===== src/hdl/i2cms_pkg.sv =====
// Shared types and codes for the I2C master transfer sequencer.
package i2cms_pkg;

    // Command codes of a request word.
    localparam logic [1:0] CMD_LOAD  = 2'd0;
    localparam logic [1:0] CMD_START = 2'd1;
    localparam logic [1:0] CMD_EVENT = 2'd2;

    // Bus event codes.
    localparam logic [3:0] EV_START_SENT = 4'd0;
    localparam logic [3:0] EV_WADDR_ACK  = 4'd1;
    localparam logic [3:0] EV_WADDR_NACK = 4'd2;
    localparam logic [3:0] EV_DATA_ACK   = 4'd3;
    localparam logic [3:0] EV_DATA_NACK  = 4'd4;
    localparam logic [3:0] EV_RADDR_ACK  = 4'd5;
    localparam logic [3:0] EV_RADDR_NACK = 4'd6;
    localparam logic [3:0] EV_RX_ACK     = 4'd7;
    localparam logic [3:0] EV_RX_NACK    = 4'd8;

    // Bus actions.
    localparam logic [2:0] ACT_NONE    = 3'd0;
    localparam logic [2:0] ACT_START   = 3'd1;
    localparam logic [2:0] ACT_ADDR    = 3'd2;
    localparam logic [2:0] ACT_DATA    = 3'd3;
    localparam logic [2:0] ACT_RX_ACK  = 3'd4;
    localparam logic [2:0] ACT_RX_NACK = 3'd5;
    localparam logic [2:0] ACT_STOP    = 3'd6;

    // Transfer modes.
    localparam logic [1:0] MODE_NONE = 2'd0;
    localparam logic [1:0] MODE_TX   = 2'd1;
    localparam logic [1:0] MODE_RX   = 2'd2;

    // Transfer status codes.
    localparam logic [1:0] ST_READY = 2'd0;
    localparam logic [1:0] ST_BUSY  = 2'd1;
    localparam logic [1:0] ST_DONE  = 2'd2;
    localparam logic [1:0] ST_ERROR = 2'd3;

    localparam logic [7:0] NACK_SAT       = 8'hFF;
    localparam logic [7:0] NACK_TRIES_RST = 8'd3;

    typedef struct packed {
        logic [1:0] command;
        logic       read_mode;
        logic [6:0] slave_address;
        logic [7:0] transfer_length;
        logic [7:0] buffer_index;
        logic [7:0] data_byte;
        logic [3:0] bus_status;
        logic [7:0] bus_byte_in;
    } req_word_t;

    typedef struct packed {
        logic [2:0] bus_action;
        logic [7:0] bus_byte_out;
        logic       rx_valid;
        logic [7:0] rx_index;
        logic [7:0] rx_byte;
        logic [1:0] transfer_status;
    } rsp_word_t;

    // Decided result of one word; the data byte may still come from the buffer.
    typedef struct packed {
        logic [2:0] bus_action;
        logic [7:0] bus_byte_out;
        logic       use_ram;
        logic       rx_valid;
        logic [7:0] rx_index;
        logic [7:0] rx_byte;
        logic [1:0] transfer_status;
    } entry_t;

endpackage


===== src/hdl/i2cms_ram.sv =====
// Generic single-port RAM with registered read.
module i2cms_ram #(
    parameter int WIDTH = 8,
    parameter int DEPTH = 256,
    localparam int AW = (DEPTH > 1) ? $clog2(DEPTH) : 1
) (
    input  logic             clk,
    input  logic [AW-1:0]    addr,
    input  logic             we,
    input  logic [WIDTH-1:0] wdata,
    input  logic             re,
    output logic [WIDTH-1:0] rdata
);

    logic [WIDTH-1:0] mem [DEPTH];
    logic [WIDTH-1:0] rdata_reg;

    always_ff @(posedge clk)
    begin
        if (we)
        begin
            mem[addr] <= wdata;
        end
        if (re)
        begin
            rdata_reg <= mem[addr];
        end
    end

    assign rdata = rdata_reg;

endmodule


===== src/hdl/i2cms_seq.sv =====
// Transfer state registers and the decision logic for each accepted word.
module i2cms_seq #(
    parameter int BUFFER_DEPTH = 256,
    localparam int AW = (BUFFER_DEPTH > 1) ? $clog2(BUFFER_DEPTH) : 1
) (
    input  logic                 clk,
    input  logic                 rst_n,
    input  logic                 cfg_we,
    input  logic [7:0]           cfg_data,
    input  logic                 accept,
    input  i2cms_pkg::req_word_t req,
    output logic [AW-1:0]        ram_addr,
    output logic                 ram_we,
    output logic [7:0]           ram_wdata,
    output logic                 ram_re,
    output i2cms_pkg::entry_t    entry
);

    // Reciprocal of the depth, exact for every 8-bit index.
    localparam int RECIP_INT = (65536 + BUFFER_DEPTH - 1) / BUFFER_DEPTH;
    localparam logic [16:0] RECIP = 17'(RECIP_INT);
    localparam logic [7:0]  DEPTH_M = 8'(BUFFER_DEPTH - 1);

    logic [1:0] mode_reg,   mode_next;
    logic [6:0] addr_reg,   addr_next;
    logic [7:0] idx_reg,    idx_next;
    logic [7:0] count_reg,  count_next;
    logic [7:0] nack_reg,   nack_next;
    logic [1:0] status_reg, status_next;
    logic [7:0] tries_reg;

    logic [7:0]  nack_inc;
    logic [7:0]  send_idx;
    logic [7:0]  idx_src;
    logic [24:0] recip_prod;
    logic [15:0] quot_depth;
    logic [7:0]  idx_mod;
    logic        want_addr, want_send, want_req, want_stop, want_err;

    // Buffer position modulo the depth.
    always_comb
    begin
        idx_src    = (req.command == i2cms_pkg::CMD_LOAD) ? req.buffer_index : send_idx;
        recip_prod = 25'(idx_src) * 25'(RECIP);
        quot_depth = 16'(recip_prod[23:16]) * 16'(DEPTH_M + 8'd1);
        idx_mod    = idx_src - quot_depth[7:0];
    end

    assign ram_addr  = idx_mod[AW-1:0];
    assign ram_wdata = req.data_byte;

    always_comb
    begin
        mode_next   = mode_reg;
        addr_next   = addr_reg;
        idx_next    = idx_reg;
        count_next  = count_reg;
        nack_next   = nack_reg;
        status_next = status_reg;
        entry       = '0;
        ram_we      = 1'b0;
        send_idx    = idx_reg;
        nack_inc    = (nack_reg == i2cms_pkg::NACK_SAT) ? nack_reg : nack_reg + 8'd1;
        want_addr   = 1'b0;
        want_send   = 1'b0;
        want_req    = 1'b0;
        want_stop   = 1'b0;
        want_err    = 1'b0;

        unique case (req.command)
            i2cms_pkg::CMD_LOAD:
            begin
                ram_we = accept;
            end
            i2cms_pkg::CMD_START:
            begin
                addr_next        = req.slave_address;
                mode_next        = req.read_mode ? i2cms_pkg::MODE_RX : i2cms_pkg::MODE_TX;
                count_next       = req.transfer_length;
                idx_next         = 8'd0;
                status_next      = i2cms_pkg::ST_BUSY;
                entry.bus_action = i2cms_pkg::ACT_START;
            end
            i2cms_pkg::CMD_EVENT:
            begin
                unique case (req.bus_status)
                    i2cms_pkg::EV_START_SENT:
                    begin
                        nack_next = 8'd0;
                        want_addr = 1'b1;
                    end
                    i2cms_pkg::EV_WADDR_ACK, i2cms_pkg::EV_DATA_ACK:
                    begin
                        nack_next = 8'd0;
                        want_send = 1'b1;
                    end
                    i2cms_pkg::EV_WADDR_NACK, i2cms_pkg::EV_RADDR_NACK:
                    begin
                        nack_next = nack_inc;
                        want_addr = 1'b1;
                    end
                    i2cms_pkg::EV_DATA_NACK:
                    begin
                        nack_next = nack_inc;
                        if (nack_inc < tries_reg)
                        begin
                            send_idx  = idx_reg - 8'd1;
                            want_send = 1'b1;
                        end
                        else
                        begin
                            want_err = 1'b1;
                        end
                    end
                    i2cms_pkg::EV_RADDR_ACK:
                    begin
                        nack_next = 8'd0;
                        want_req  = 1'b1;
                    end
                    i2cms_pkg::EV_RX_ACK:
                    begin
                        entry.rx_valid = 1'b1;
                        entry.rx_index = idx_reg;
                        entry.rx_byte  = req.bus_byte_in;
                        send_idx       = idx_reg + 8'd1;
                        idx_next       = idx_reg + 8'd1;
                        want_req       = 1'b1;
                    end
                    i2cms_pkg::EV_RX_NACK:
                    begin
                        entry.rx_valid = 1'b1;
                        entry.rx_index = idx_reg;
                        entry.rx_byte  = req.bus_byte_in;
                        want_stop      = 1'b1;
                    end
                    default:
                    begin
                    end
                endcase
            end
            default:
            begin
            end
        endcase

        if (want_addr)
        begin
            if (nack_next >= tries_reg)
            begin
                want_err = 1'b1;
            end
            else if (mode_reg == i2cms_pkg::MODE_TX)
            begin
                entry.bus_action   = i2cms_pkg::ACT_ADDR;
                entry.bus_byte_out = {addr_reg, 1'b0};
            end
            else if (mode_reg == i2cms_pkg::MODE_RX)
            begin
                entry.bus_action   = i2cms_pkg::ACT_ADDR;
                entry.bus_byte_out = {addr_reg, 1'b1};
            end
            else
            begin
                want_err = 1'b1;
            end
        end

        if (want_send)
        begin
            if (send_idx < count_reg)
            begin
                entry.bus_action = i2cms_pkg::ACT_DATA;
                entry.use_ram    = 1'b1;
                idx_next         = send_idx + 8'd1;
            end
            else
            begin
                want_stop = 1'b1;
            end
        end

        if (want_req)
        begin
            entry.bus_action = ({1'b0, send_idx} + 9'd1 < {1'b0, count_reg}) ?
                               i2cms_pkg::ACT_RX_ACK : i2cms_pkg::ACT_RX_NACK;
        end

        if (want_stop)
        begin
            entry.bus_action = i2cms_pkg::ACT_STOP;
            status_next      = i2cms_pkg::ST_DONE;
        end

        if (want_err)
        begin
            entry.bus_action = i2cms_pkg::ACT_NONE;
            status_next      = i2cms_pkg::ST_ERROR;
        end

        // Stop and error both drop the transfer and clear the buffer index but keep the length and NACK counts.
        if (want_stop || want_err)
        begin
            mode_next = i2cms_pkg::MODE_NONE;
            addr_next = 7'd0;
            idx_next  = 8'd0;
        end

        entry.transfer_status = status_next;
    end

    assign ram_re = accept && entry.use_ram;

    always_ff @(posedge clk or negedge rst_n)
    begin
        if (!rst_n)
        begin
            mode_reg   <= i2cms_pkg::MODE_NONE;
            addr_reg   <= 7'd0;
            idx_reg    <= 8'd0;
            count_reg  <= 8'd0;
            nack_reg   <= 8'd0;
            status_reg <= i2cms_pkg::ST_READY;
            tries_reg  <= i2cms_pkg::NACK_TRIES_RST;
        end
        else
        begin
            if (cfg_we)
            begin
                tries_reg <= cfg_data;
            end
            if (accept)
            begin
                mode_reg   <= mode_next;
                addr_reg   <= addr_next;
                idx_reg    <= idx_next;
                count_reg  <= count_next;
                nack_reg   <= nack_next;
                status_reg <= status_next;
            end
        end
    end

endmodule


===== src/hdl/i2cms_outq.sv =====
// Two-entry result queue that merges buffer read data into the response word.
module i2cms_outq (
    input  logic                 clk,
    input  logic                 rst_n,
    input  logic                 push,
    input  i2cms_pkg::entry_t    entry,
    input  logic [7:0]           ram_q,
    output logic                 full,
    output logic                 rsp_valid,
    input  logic                 rsp_stall,
    output i2cms_pkg::rsp_word_t rsp_word
);

    logic                 s1_valid_reg, s1_valid_next;
    logic                 s2_valid_reg, s2_valid_next;
    i2cms_pkg::entry_t    s1_reg;
    i2cms_pkg::rsp_word_t s2_reg, s2_next;
    logic                 move;

    // The first stage moves on whenever the output register is free or taken.
    assign move = s1_valid_reg && (!s2_valid_reg || !rsp_stall);
    assign full = s1_valid_reg && s2_valid_reg && rsp_stall;

    always_comb
    begin
        s2_next.bus_action      = s1_reg.bus_action;
        s2_next.bus_byte_out    = s1_reg.use_ram ? ram_q : s1_reg.bus_byte_out;
        s2_next.rx_valid        = s1_reg.rx_valid;
        s2_next.rx_index        = s1_reg.rx_index;
        s2_next.rx_byte         = s1_reg.rx_byte;
        s2_next.transfer_status = s1_reg.transfer_status;

        s1_valid_next = push || (s1_valid_reg && !move);
        s2_valid_next = move || (s2_valid_reg && rsp_stall);
    end

    always_ff @(posedge clk or negedge rst_n)
    begin
        if (!rst_n)
        begin
            s1_valid_reg <= 1'b0;
            s2_valid_reg <= 1'b0;
        end
        else
        begin
            s1_valid_reg <= s1_valid_next;
            s2_valid_reg <= s2_valid_next;
        end
    end

    always_ff @(posedge clk)
    begin
        if (push)
        begin
            s1_reg <= entry;
        end
        if (move)
        begin
            s2_reg <= s2_next;
        end
    end

    assign rsp_valid = s2_valid_reg;
    assign rsp_word  = s2_reg;

endmodule


===== src/hdl/i2c_master_transfer_sequencer_top.sv =====
// Top level of the I2C master transfer sequencer.
// A response word is registered in the queue's first stage, then in its output register.
// Throughput: one request word per cycle while req_stall is low; the transmit buffer RAM
// is read in the accept cycle; its registered data enters the response at the output.
// Reset clears the transfer state, the queue and the NACK limit (to 3) at once;
// the transmit buffer is not cleared and holds unknown data until loaded.
module i2c_master_transfer_sequencer_top #(
    parameter int BUFFER_DEPTH = 256
) (
    input  logic                 clk,
    input  logic                 rst_n,
    input  logic                 req_valid,
    output logic                 req_stall,
    input  i2cms_pkg::req_word_t req_word,
    output logic                 rsp_valid,
    input  logic                 rsp_stall,
    output i2cms_pkg::rsp_word_t rsp_word,
    input  logic                 cfg_we,
    input  logic [7:0]           cfg_data
);

    localparam int AW = (BUFFER_DEPTH > 1) ? $clog2(BUFFER_DEPTH) : 1;

    logic              accept;
    logic              queue_full;
    logic [AW-1:0]     ram_addr;
    logic              ram_we;
    logic [7:0]        ram_wdata;
    logic              ram_re;
    logic [7:0]        ram_q;
    i2cms_pkg::entry_t entry;

    // A word is taken unless both queue stages hold results and the output is stalled.
    assign req_stall = queue_full;
    assign accept    = req_valid && !queue_full;

    // The sequencer decides the bus action for each word and drives the buffer port.
    i2cms_seq #(
        .BUFFER_DEPTH(BUFFER_DEPTH)
    ) u_seq (
        .clk      (clk),
        .rst_n    (rst_n),
        .cfg_we   (cfg_we),
        .cfg_data (cfg_data),
        .accept   (accept),
        .req      (req_word),
        .ram_addr (ram_addr),
        .ram_we   (ram_we),
        .ram_wdata(ram_wdata),
        .ram_re   (ram_re),
        .entry    (entry)
    );

    // Transmit buffer: at most one write or one read per accepted word.
    i2cms_ram #(
        .WIDTH(8),
        .DEPTH(BUFFER_DEPTH)
    ) u_txbuf (
        .clk  (clk),
        .addr (ram_addr),
        .we   (ram_we),
        .wdata(ram_wdata),
        .re   (ram_re),
        .rdata(ram_q)
    );

    // The result queue picks up the read data and decouples the output stall.
    i2cms_outq u_outq (
        .clk      (clk),
        .rst_n    (rst_n),
        .push     (accept),
        .entry    (entry),
        .ram_q    (ram_q),
        .full     (queue_full),
        .rsp_valid(rsp_valid),
        .rsp_stall(rsp_stall),
        .rsp_word (rsp_word)
    );

endmodule

===== config.mk =====
export PLATFORM = sky130hd
export DESIGN_NAME = i2c_master_transfer_sequencer_top
export DESIGN_NICKNAME = d
export VERILOG_FILES = /design/src/hdl/i2cms_pkg.sv /design/src/hdl/i2cms_ram.sv /design/src/hdl/i2cms_seq.sv /design/src/hdl/i2cms_outq.sv /design/src/hdl/i2c_master_transfer_sequencer_top.sv
export SDC_FILE = /design/constraint.sdc
export NUM_CORES = 2
export LEC_CHECK = 0
export BUFFER_PORTS_ARGS = -buffer_cell sky130_fd_sc_hd__buf_2
export CAP_MARGIN = 20
export CORE_UTILIZATION = 55
export CTS_BUF_LIST = sky130_fd_sc_hd__clkbuf_4 sky130_fd_sc_hd__clkbuf_8
export CTS_CLUSTER_DIAMETER = 60
export DETAILED_ROUTE_END_ITERATION = 16
export PLACE_DENSITY = 0.7
export RECOVER_POWER = 50
export SLEW_MARGIN = 20
export SYNTH_ARGS = -nofsm -noshare
export SYNTH_HDL_FRONTEND = slang
export SYNTH_HIERARCHICAL = 1
export SYNTH_SLANG_ARGS = --single-unit

===== constraint.sdc =====
create_clock -name clk -period 6.6 [get_ports clk]
set_input_delay 1.65 -clock clk [delete_from_list [all_inputs] [get_ports clk]]
set_output_delay 1.65 -clock clk [all_outputs]
set_load 0.05 [all_outputs]

=== After elaboration in Yosys (flattened, before gate mapping) ===
Memories as Yosys holds them, arrays and structs flattened. A register that Yosys moved wholly into a read port is not among the register bits.
Index checks and enable logic that the tools add are counted.

* Flip-flop bits (word level): 106
* RAM bits: 2,048
* Output and inout port bits: 32
* Memories kept: 1

* $add $sub $neg: 5
* $lt $le $gt $ge: 4
* Eq/ne operators: 13
* Multiplexer cells: 55
* Bitwise gates (word level): 1
* Reductions and logical operators: 30

{| class="wikitable"
|+ Memory list
! name !! depth !! bits a word !! read ports !! clocked after memory_dff !! wr ports !! line !! source
|-
| u_txbuf.mem || 256 || 8 || 1 || 1 || 1 || i2cms_ram.sv:15 || <nowiki>logic [WIDTH-1:0] mem [DEPTH];</nowiki>
|}

{| class="wikitable"
|+ Operator list
! kind !! number
|-
| $mux 8 || 10
|-
| $pmux 8 s2 || 3
|-
| $mux 11 || 3
|-
| $add 8x1->8 const B || 3
|-
| $mux 1 || 24
|-
| $mux 17 || 1
|-
| $eq 4x3->1 const B || 4
|-
| $lt 8x8->1 || 2
|-
| $mux 7 || 2
|-
| $mux 2 || 6
|-
| $mux 3 || 4
|-
| $mux 10 || 1
|-
| $reduce_or 2->1 || 5
|-
| $add 8x1->9 const B || 1
|-
| $lt 9x8->1 || 1
|-
| $reduce_or 3->1 || 3
|-
| $eq 4x2->1 const B || 2
|-
| $eq 8x8->1 const B || 1
|-
| $ge 8x8->1 || 1
|-
| $sub 8x1->8 const B || 1
|-
| $logic_and 1x1->1 || 7
|-
| $reduce_and 2->1 || 3
|-
| $eq 2x1->1 const B || 2
|-
| $eq 2x2->1 const B || 2
|-
| 10 further kinds || 16
|}

=== Depth between registers and ports, before layout ===
* Depth after elaboration: 13
* Mapped depth: 27
* Gate-level depth less buffers: 24

=== Modules after synthesis ===
The synthesis kept the hierarchy.

{| class="wikitable"
|+ Modules (own cells, without submodules)
! module !! times used !! cells an instance !! area each (µm²) !! sequential area each (µm²)
|-
| i2cms_ram || 1 || 3,547 || 78,572.9 || 61,739.2
|-
| i2cms_seq || 1 || 526 || 4,271.6 || 1,078.5
|-
| i2cms_outq || 1 || 76 || 2,043.2 || 1,881.8
|-
| i2c_master_transfer_sequencer_top || 1 || 1 || 13.8 || 0.0
|}

=== Worst setup path after synthesis ===
No wires, ideal clock.

* Path kind: in2reg
* Start point: input port req_word[9] (netlist bit)
* End point: memory u_txbuf.mem[111][0] (enable)
* Library setup time: 0.370 ns
* Arrival: 5.043 ns
* Required time: 6.230 ns
* Slack: 1.187 ns
* Stages: 15
* Cell sequence: or2_2 clkbuf_1 or2_2 o41ai_1 a32o_1 mux2_2 buf_2 clkbuf_1 clkbuf_1 nand2_1 buf_2 nor2_1 nand2_1 clkbuf_1 nor2_1

* Word-level cells in the longest chain between the ends: 4
* Elaborated cells on any way between the ends: 5
* Classes of those cells: eq/ne (2); mux (3)

{| class="wikitable"
|+ Ends and longest elaborated chain
! element !! line !! source
|-
| start: declaration || i2c_master_transfer_sequencer_top.sv:14 || <nowiki>input i2cms_pkg::req_word_t req_word,</nowiki>
|-
| $eq 4x3->1 || i2cms_seq.sv:86 || <nowiki>unique case (req.bus_status)</nowiki>
|-
| $pmux 8 s2 * || i2cms_seq.sv:86 ||
|-
| $mux 8 * || i2cms_seq.sv:70 || <nowiki>unique case (req.command)</nowiki>
|-
| $mux 8 * || i2cms_seq.sv:43 || <nowiki>idx_src = (req.command == i2cms_pkg::CMD_LOAD) ? req.buffer_index : send_idx;</nowiki>
|-
| net ram_addr[1] || i2c_master_transfer_sequencer_top.sv:26 || <nowiki>logic [AW-1:0] ram_addr;</nowiki>
|-
| end: declaration || i2cms_ram.sv:15 ||
|}

Mark *: on every way through the listed nets, which the timed path passes. The rest lies on a longest branch.

=== Worst setup path after layout ===
* Start point: register u_seq.nack_reg[0]
* End point: register u_txbuf.rdata_reg[3] (netlist: u_txbuf/rdata[3]), read port of u_txbuf.mem (data pin)

* Elaborated cells on any way between the ends: 15
* Classes of those cells: add/sub (1); order compare (2); eq/ne (1); mux (10); reduce/logical (1)

{| class="wikitable"
|+ RTL lines
! element !! line !! source
|-
| start: declaration || i2cms_seq.sv:28 || <nowiki>logic [7:0] nack_reg, nack_next;</nowiki>
|-
| start signal: assignment || i2cms_seq.sv:237 || <nowiki>nack_reg <= nack_next;</nowiki>
|-
| $add 8x1->8 / $eq 8x8->1 (equally long branches) || i2cms_seq.sv:63 || <nowiki>nack_inc = (nack_reg == i2cms_pkg::NACK_SAT) ? nack_reg : nack_reg + 8'd1;</nowiki>
|-
| $mux 8 * || i2cms_seq.sv:63 ||
|-
| $lt 8x8->1 * || i2cms_seq.sv:105 || <nowiki>if (nack_inc < tries_reg)</nowiki>
|-
| $mux 8 * || i2cms_seq.sv:105 ||
|-
| $pmux 8 s2 * || i2cms_seq.sv:86 ||
|-
| $mux 8 * || i2cms_seq.sv:70 ||
|-
| $mux 8 * || i2cms_seq.sv:43 ||
|-
| net ram_addr[0] || i2c_master_transfer_sequencer_top.sv:26 ||
|-
| end: declaration || i2cms_ram.sv:16 || <nowiki>logic [WIDTH-1:0] rdata_reg;</nowiki>
|}

Marked as above.
A chain may end at the register's enable or synchronous reset.

==> metrics <==
Final Net Count=4785; Worst-path clk slew=around 0.060 ns; critical path capture point type=flip-flop; Post-synth ARST share=2.08%; drt pass-1 iters=7; Worst-Skew Late Latency=about 1.1 ns; initial antenna violation count=7; # H-tree levels=5; final antenna-violating net count=0; Crit path required time=~7.4 ns; setup tns final=0 ns; Setup Viol. Count Final=0; Synth warnings=6; status=complete, but fails checks; area of the die=156000 um2; final hold slack=between 0.4 and 0.5 ns; cell taking the most area after synthesis=edfxtp_1; TritonCTS clock tree=done; area delta synth->final=13.4%; FP Rows=143; Setup CP Type=reg2reg; placed cells=6361; share of layout cells above drive strength 1=30.6%; Max Slew Vio Count=roughly 1600; Power Total=about 0.03 W; Commonest cells post-synth=edfxtp_1, mux4_2, nor2_1; first-pass GRT wire length=~300000 um; maximum fanout along the worst path=39; Final Non-Filler Cells=6968; Tcrit/Tclk final=96.2%; Clock Sinks=~2200; syn nets=4249; grt total ovfl=0; largest net degree at the start of global routing=173; Avg WL per Cell=approximately 29 um; drc violations=0; Pwr Density=between 300 and 400 nW/um2; Cell Area, Synth=84900 um2; starting density of the core=55.6%; Worst IR Drop VDD=0.167 mV; most frequent cell after synthesis=edfxtp_1; die width=395 um; register bit total from synthesis=2162; CTS hold repair buffers=0; RSZ-0062 raised after global routing=no; via count=43811; Worst-Margin Slew=5.46 ns; Critical Path Start=u_seq/nack_reg[0]; vias in the first global route=44045; min-delay worst type=reg2reg; Max Freq=0.157 GHz; Synth Flop Type=edfxtp_1; half-perimeter wire length after placement=124000 um; HP Start=u_outq/s1_reg[8]; violated checks=capacitance limit, slew limit; Yosys cell types=a little over 70; relative max-transition margin=-264%; CTS root buffer=clkbuf_8; Chip Height=395 um; EDFF count, synth=2117; RePlAce Congestion=around 0.90; Synth Area per Inst=20.5 um2; num ports=91; Via density=6.29; Clock Path Buffers=4; Tmin final=roughly 6.4 ns; Lkg Pwr=roughly 31 nW; Yosys top cell area share=74.9%; top cells by area, synth=edfxtp_1, mux4_2, a22oi_1, dfrtp_1, nor2_1; sequential-to-total area share from yosys stat=76.2%; total CTS buffers=350; worst setup margin=about 0.25 ns; worst reg2reg startpoint=u_seq/nack_reg[0]; Port Buffers=90; Setup WS pre-CTS=-0.142 ns; initial DRC count=5093; max reg flops=2048; final WL=between 200000 and 250000 um; Setup Skew=between 0.08 and 0.09 ns; arrival time worst endpoint=7.10 ns; GRT Total Usage=between 20% and 30%; post-CTS setup buffer count=0; max-cap viol count=18; Final Hold Vio Count=0; Core Area=153000 um2; post-synthesis cell count=just over 4000; startpoint types=flip-flop
## cell families after synthesis
group	Yosys count	synth area share, %
AND/OR/NAND/NOR	522	2.76
multiplexers	540	14.0
XOR/XNOR	12	0.124
adder cells (fa/ha/maj)	40	0.589
flip-flops	2162	76.2
buffers and inverters	307	1.70
AO/OA/AOI/OAI	567	4.64
## layout by cell type (no fill, tap or decap), types with 14 or more instances in the layout
master	instances
ha_1	40
buf_2	78
o41ai_1	27
inv_1	38
nand2b_1	14
clkinv_1	85
a21oi_1	141
clkbuf_1	18
dfrtp_1	43
buf_12	29
nand2_1	90
clkbuf_8	360
mux4_2	512
a22oi_1	258
clkinv_2	41
nor2_1	259
nor3_1	36
and2_1	22
edfxtp_1	2117
clkbuf_4	95
o21ai_0	51
buf_4	320
nand4_1	16
nand3_1	36
## timing repair
action | in CTS | in global routing
gates cloned | 0 | 1
resized for setup | 1 | 4
pin swaps | 0 | 0
hold endpoints to repair | 0 | 0
setup endpoints to repair | 1 | 7
## critical path: stages, from the launching register on
cell,delay [ns]
dfrtp_1,0.45
ha_1,0.29
nand3_2,0.15
or2_1,0.30
o21ai_0,0.18
a21o_1,0.18
ha_1,0.30
a21oi_1,0.17
a21o_1,0.14
and2_1,0.36
nand4_1,0.23
nand3_2,0.29
mux2_8,0.43
buf_12,0.34
mux4_2,0.54
a22oi_1,0.39
a21oi_1,0.25
o41ai_1,0.83
nand4_1,0.18
## metrics by stage
step                area (um2)  utilization [%]
finish                   96300             63.1
global route             96300             63.1
CTS                      96400             63.2
detailed placement       89800             58.9
global placement         89800             58.8
floorplan                84900                -
## power breakdown
part / internal [W] / leakage [nW] / switching, W
registers: 0.0152 / 19.6 / 0.0000636
clock network: 0.00592 / 3.45 / 0.00504
logic: 0.00148 / 7.51 / 0.00210
## final cells by class
type / count / area, um2
timing repair buffer: 452 / 3480
clock inverter: 147 / 887
multi-input combinational: 1682 / 18900
clock buffer: 453 / 5650
inverter: 38 / 143
tap: 2030 / 2540
sequential: 2162 / 64700
antenna: 4 / 10.0
fill: 10286 / 56300
## layer usage
layer / vias to the layer above / part of all wire, % / GRT usage (%)
li1: 18405 / - / -
met5: - / 0.027 / 0
met3: 361 / 10 / 6.42
met1: 22741 / 39 / 36.8
met2: 2296 / 48 / 40.2
met4: 8 / 3.1 / 8.95
## path summary, 6_finish.rpt
path,end,slack [ns],depth (start not counted)
max in group asynchronous,u_seq/idx_reg[4],3.76,1
min in group asynchronous,u_seq/tries_reg[7],1.40,1
setup / recovery,u_txbuf/rdata[3],0.25,18
hold reg to reg,u_outq/rsp_word[8],0.42,0
setup reg to reg,u_txbuf/rdata[3],0.25,18
hold / removal,u_outq/rsp_word[8],0.42,0
(Power assumes the default switching activity.)
